### config.mk
export PLATFORM = sky130hd
export DESIGN_NAME = vn3d_hash
export DESIGN_NICKNAME = d
export VERILOG_FILES = /design/src/value_noise_3d_core_macros.svh /design/src/vn3d_pkg.sv /design/src/vn3d_hash.sv
export SDC_FILE = /design/constraint.sdc
export NUM_CORES = 1
export LEC_CHECK = 0
export ABC_AREA = 1
export BUFFER_PORTS_ARGS = -buffer_cell sky130_fd_sc_hd__buf_2
export CAP_MARGIN = 20
export CORE_MARGIN = 2
export CORE_UTILIZATION = 64
export CTS_CLUSTER_SIZE = 16
export DETAILED_ROUTE_END_ITERATION = 12
export GPL_ROUTABILITY_DRIVEN = 0
export GPL_TIMING_DRIVEN = 0
export PLACE_DENSITY = 0.82
export SYNTH_ARGS = -nofsm -noshare
export SYNTH_HDL_FRONTEND = slang
export SYNTH_SLANG_ARGS = --single-unit
### constraint.sdc
create_clock -name clk -period 9.26 [get_ports clk]
set_clock_uncertainty 0.15 [all_clocks]
set_input_delay 1.389 -clock clk [delete_from_list [all_inputs] [get_ports clk]]
set_output_delay 1.389 -clock clk [all_outputs]
set_load 0.03 [all_outputs]
### src/value_noise_3d_core_macros.svh
// ---------------------------------------------------------------------------
// Assertion macros for the value-noise core
// Shared forms for concurrent checks, sampled on the rising clock edge and
// disabled while the synchronous reset is high.
// ---------------------------------------------------------------------------
`ifndef VALUE_NOISE_3D_CORE_MACROS_SVH
`define VALUE_NOISE_3D_CORE_MACROS_SVH

// Overlapping implication: the consequent starts in the cycle of the antecedent.
`define VN3D_ASSERT_IMP(label, clk, rst, ante, cons, msg) \
  label: assert property (@(posedge clk) disable iff (rst) (ante) |-> cons) \
    else $error(msg);

// Non-overlapping implication: the consequent starts in the next cycle.
`define VN3D_ASSERT_NXT(label, clk, rst, ante, cons, msg) \
  label: assert property (@(posedge clk) disable iff (rst) (ante) |=> cons) \
    else $error(msg);

`endif

### src/vn3d_pkg.sv
// ---------------------------------------------------------------------------
// vn3d_pkg
// Types, constants and arithmetic helpers shared by the value-noise core.
// ---------------------------------------------------------------------------
package vn3d_pkg;

  // Fraction bits of the incoming coordinates (range 8 to 24).
  localparam int unsigned COORD_FRAC_BITS = 16;
  // Fraction bits of the internal interpolation fraction and weights.
  localparam int unsigned WEIGHT_BITS = 16;
  // Register stages from an accepted item to its result strobe.
  localparam int unsigned PIPE_DEPTH = 11;

  typedef logic signed [31:0] coord_t;
  typedef logic [31:0] hash_t;
  typedef logic [WEIGHT_BITS-1:0] weight_t;
  typedef logic signed [23:0] corner_t;
  typedef logic signed [25:0] lerp_prod_t;

  typedef struct packed {
    weight_t x;
    weight_t y;
    weight_t z;
  } wts_t;

  localparam hash_t HASH_PX = 32'd73856093;
  localparam hash_t HASH_PY = 32'd19349663;
  localparam hash_t HASH_PZ = 32'd83492791;
  localparam hash_t HASH_M1 = 32'h7feb352d;
  localparam hash_t HASH_M2 = 32'h846ca68b;

  // Second half of smoothstep: w = (t2 * (3*2^16 - 2*t)) >> 16, t2 = t*t >> 16.
  function automatic weight_t smooth_weight(weight_t t2, weight_t t);
    logic [17:0] k;
    logic [33:0] p;
    k = 18'd196608 - {1'b0, t, 1'b0};
    p = {18'b0, t2} * {16'b0, k};
    return p[31:16];
  endfunction

  // floor((b - a) * w / 2^16); the magnitude stays below 2^24.
  function automatic lerp_prod_t lerp_mul(corner_t a, corner_t b, weight_t w);
    logic signed [24:0] diff;
    logic signed [41:0] prod;
    diff = $signed({b[23], b}) - $signed({a[23], a});
    prod = diff * $signed({1'b0, w});
    return $signed(prod[41:16]);
  endfunction

  // a + step; the sum lies between the two lerp endpoints.
  function automatic corner_t lerp_add(corner_t a, lerp_prod_t p);
    logic signed [25:0] s;
    s = $signed({{2{a[23]}}, a}) + p;
    return $signed(s[23:0]);
  endfunction

endpackage

### src/vn3d_hash.sv
// ---------------------------------------------------------------------------
// vn3d_hash
// Three-stage xorshift-multiply finalizer that turns a mixed corner hash
// into a signed Q0.23 lattice value.
// ---------------------------------------------------------------------------
module vn3d_hash (
  input  logic            clk,
  input  vn3d_pkg::hash_t h,
  output vn3d_pkg::corner_t value
);
  import vn3d_pkg::*;

  hash_t m1;
  hash_t m2;
  hash_t fin;

  assign fin = m2 ^ (m2 >> 16);

  always_ff @(posedge clk) begin
    m1 <= (h ^ (h >> 16)) * HASH_M1;
    m2 <= (m1 ^ (m1 >> 15)) * HASH_M2;
    // Low 24 bits minus 2^23 is the same as flipping bit 23.
    value <= $signed({~fin[23], fin[22:0]});
  end

endmodule

==> insert_results.sql <==
INSERT INTO impl_metrics (metric_group, metric, value, unit) VALUES
('critical_path', 'rrSetupSlack', '1.59', 'ns'),
('clock_tree', 'root_buffer', 'clkbuf_16', ''),
('place', 'numPortBuffers', '56', ''),
('critical_path', 'worst_setup_path_end', 'm1[31]', ''),
('grt', 'grt_antenna_before_repair', '1', ''),
('synthesis', 'synth.cell_area', '19900', 'um^2'),
('synthesis', 'synth_area_per_cell', '8.99', 'um^2'),
('die', 'fp.dieH', '180', 'um'),
('synthesis', 'synth_top_cell_area_share', '34.9', '%'),
('synthesis', 'asyncSetResetFlopFracSynth', '0', '%'),
('critical_path', 'worstPathArrival', '8.95', 'ns'),
('die', 'core-area', '30600', 'um^2'),
('route', 'via_count', '15100', ''),
('route', 'met2RoutedLength', '24.8', 'mm'),
('route', 'route.detailed.vias_per_inst', '5.62', ''),
('critical_path', 'crit_path_top_delay_cell', 'xor2_1', ''),
('sta', 'setup_viol', '0', ''),
('critical_path', 'required', '9.36', 'ns'),
('sta', 'finalHoldViolCount', '0', ''),
('clock_tree', 'cts_inserted_buffers', '9', ''),
('route', 'post-route-drc-count', '0', ''),
('critical_path', 'crit-reg2reg-capture', 'm2[29]', ''),
('route', 'totalWireLength', '52.4', 'mm'),
('grt', 'grt-ovfl-total', '0', ''),
('final_layout', 'layout.filler_cells', '2244', ''),
('route', 'antenna_violating_nets_post_route', '0', ''),
('critical_path', 'cp_top_family', 'adder cells', ''),
('sta', 'worst_slew_pin_slew', '1.15', 'ns'),
('clock_tree', 'hold_buffers', '0', ''),
('clock_tree', 'cts_tree', 'built', ''),
('die', 'io-pin-count', '57', ''),
('synthesis', 'yosys.cell_count.top_type', 'inv_1', ''),
('critical_path', 'critPathKind', 'input pin to flop', ''),
('clock_tree', 'post-cts-setup-buffers', '0', ''),
('grt', 'grt_use_total', '33.9', '%'),
('route', 'firstDrtPassIters', '6', ''),
('sta', 'achievable-frequency', '113', 'MHz'),
('critical_path', 'timing.critical_path.buf_inv', '6', ''),
('synthesis', 'synth.top_cells.by_area', 'fa_1, ha_1, inv_1', ''),
('synthesis', 'yosysWarnings', '0', ''),
('final_layout', 'count_of_nets_after_finishing', '3028', ''),
('critical_path', 'timing.critical_path.depth', '24', ''),
('clock_tree', 'worstSkewPairLatency', '0.36', 'ns'),
('sta', 'finalCriticalPeriod', '8.85', 'ns'),
('synthesis', 'synth_seq_cells', '88', ''),
('route', 'highest_layer', 'met4', ''),
('final_layout', 'area.growth.synth_to_final', '5.61', '%'),
('critical_path', 'critical_path_fanouts_max', '9', ''),
('synthesis', 'postSynthCellCount', '2210', ''),
('status', 'status', 'finished, final reports clean', ''),
('synthesis', 'netlist-cell-type-count', '35', ''),
('min_path', 'path_class_of_the_lowest_slack_min_delay_path', 'flop to flop', ''),
('final_layout', 'fraction_of_final_layout_cells_with_drive_strength_greater_than_1', '4.20', '%'),
('critical_path', 'startpoint_type', 'input pin', ''),
('sta', 'slew_headroom', '22.6', '%'),
('sta', 'fin_setup_tns', '0', 'ns'),
('critical_path', 'timing.critical_path.to_type', 'flop', ''),
('synthesis', 'synth_top_area_cell', 'fa_1', ''),
('run', 'maxCapViolations', '0', ''),
('synthesis', 'synth_edf_count', '0', ''),
('sta', 'final_max_slew_viol_count', '0', ''),
('synthesis', 'dominantRegCellSynth', 'dfxtp_1', ''),
('die', 'initial_utilization', '64.9', '%'),
('clock_tree', 'cts_clock_pin_slew_for_the_worst_setup_and_hold_paths', '0.08', 'ns'),
('die', 'chipWidth', '180', 'um'),
('clock_tree', 'h_tree_level_count', '3', ''),
('clock_tree', 'clock_path_buffers', '2', ''),
('grt', 'first_pass_grt_wire_length', '85.3', 'mm'),
('place', 'dpl.hpwl', '45.0', 'mm'),
('route', 'wl_met1', '19.0', 'mm'),
('critical_path', 'crit_path_frequent_cell', 'fa_1', '');
worst min path at each step:
stage                       from   endpoint  cells past startpoint
final                     m2[21]  value[21]                      0
after global routing      m2[17]  value[17]                      0
after CTS                 m2[21]  value[21]                      0
after detailed placement  m2[19]  value[19]                      0
after global placement    m2[19]  value[19]                      0
after floorplan           m2[16]  value[16]                      0
per-stage QoR:
| step | setup WS (ns) | cells | util, % | cell area (um^2) | hold slack, ns |
|---|---|---|---|---|---|
| floorplan | 1.73 | 2210 | - | 19900 | 0.199 |
| global placement | 0.185 | 2662 | 67.5 | 20600 | 0.202 |
| detailed placement | 0.194 | 2665 | 67.6 | 20700 | 0.208 |
| CTS | 0.568 | 2681 | 68.6 | 21000 | 0.216 |
| global route | 0.0935 | 2681 | 68.6 | 21000 | 0.222 |
| finish | 0.408 | 2683 | 68.6 | 21000 | 0.215 |
logic make-up after synthesis:
family	synth area share, %
fa+ha+maj	58.1
buf+inv	12.9
simple gates	9.11
xor+xnor	7.46
compound gates	3.57
flops	8.87
worst reg2reg max path, stage by stage, from the launching register on:
cell and delay [ns]:
dfxtp_1 0.44, xnor2_1 0.80, inv_1 0.41, ha_1 0.40, xor2_1 0.20, inv_1 0.09
fa_1 0.50, inv_1 0.07, fa_1 0.48, inv_1 0.05, fa_1 0.49, inv_1 0.05
fa_1 0.53, inv_1 0.05, fa_1 0.49, fa_1 0.44, ha_1 0.40, nand2_1 0.12
nor2_1 0.15, nor3b_1 0.33, nand4_1 0.14, nand3_1 0.27, a21oi_1 0.15, o21ai_0 0.22
xor2_1 0.15
sequential cells by signal, indices dropped and copies added, names as in the netlist:
register	count
m1	32
m2	32
value	24
metal layers:
layer,global-route usage (%),vias to the layer above
met1,38.7,7293
li1,-,6733
met4,20.8,0
met5,0,-
met3,7.88,270
met2,57.7,780
cell usage in the layout (no fill, tap or decap), types with 4 or more instances in the layout:
| master | synthesis | layout |
|---|---|---|
| a21o_1 | 8 | 8 |
| a21oi_1 | 59 | 59 |
| buf_2 | 1 | 57 |
| clkbuf_16 | 0 | 9 |
| dfxtp_1 | 88 | 88 |
| fa_1 | 346 | 346 |
| ha_1 | 369 | 369 |
| inv_1 | 679 | 679 |
| nand2_1 | 272 | 272 |
| nand2_2 | 5 | 5 |
| nand3_1 | 63 | 63 |
| nand3b_1 | 6 | 6 |
| nand4_1 | 7 | 7 |
| nor2_1 | 69 | 69 |
| nor3_1 | 8 | 8 |
| o21ai_0 | 29 | 29 |
| o21bai_1 | 12 | 12 |
| or2_2 | 5 | 5 |
| xnor2_1 | 46 | 46 |
| xor2_1 | 112 | 111 |
| xor2_2 | 3 | 4 |
cell type report:
cell class | count | area, um^2 | share of cell area (%)
clock inverter | 7 | 71.3 | 0.340
timing repair buffer | 59 | 310 | 1.48
buffer | 2 | 8.76 | 0.0417
multi-input combinational | 1441 | 15600 | 74.1
tap | 396 | 495 | 2.36
clock buffer | 9 | 225 | 1.07
inverter | 679 | 2550 | 12.1
antenna | 2 | 5.00 | 0.0239
sequential | 88 | 1760 | 8.40
Power is not shown: default switching activity piles up to over one toggle a cycle in this logic, so the estimate is an artifact.
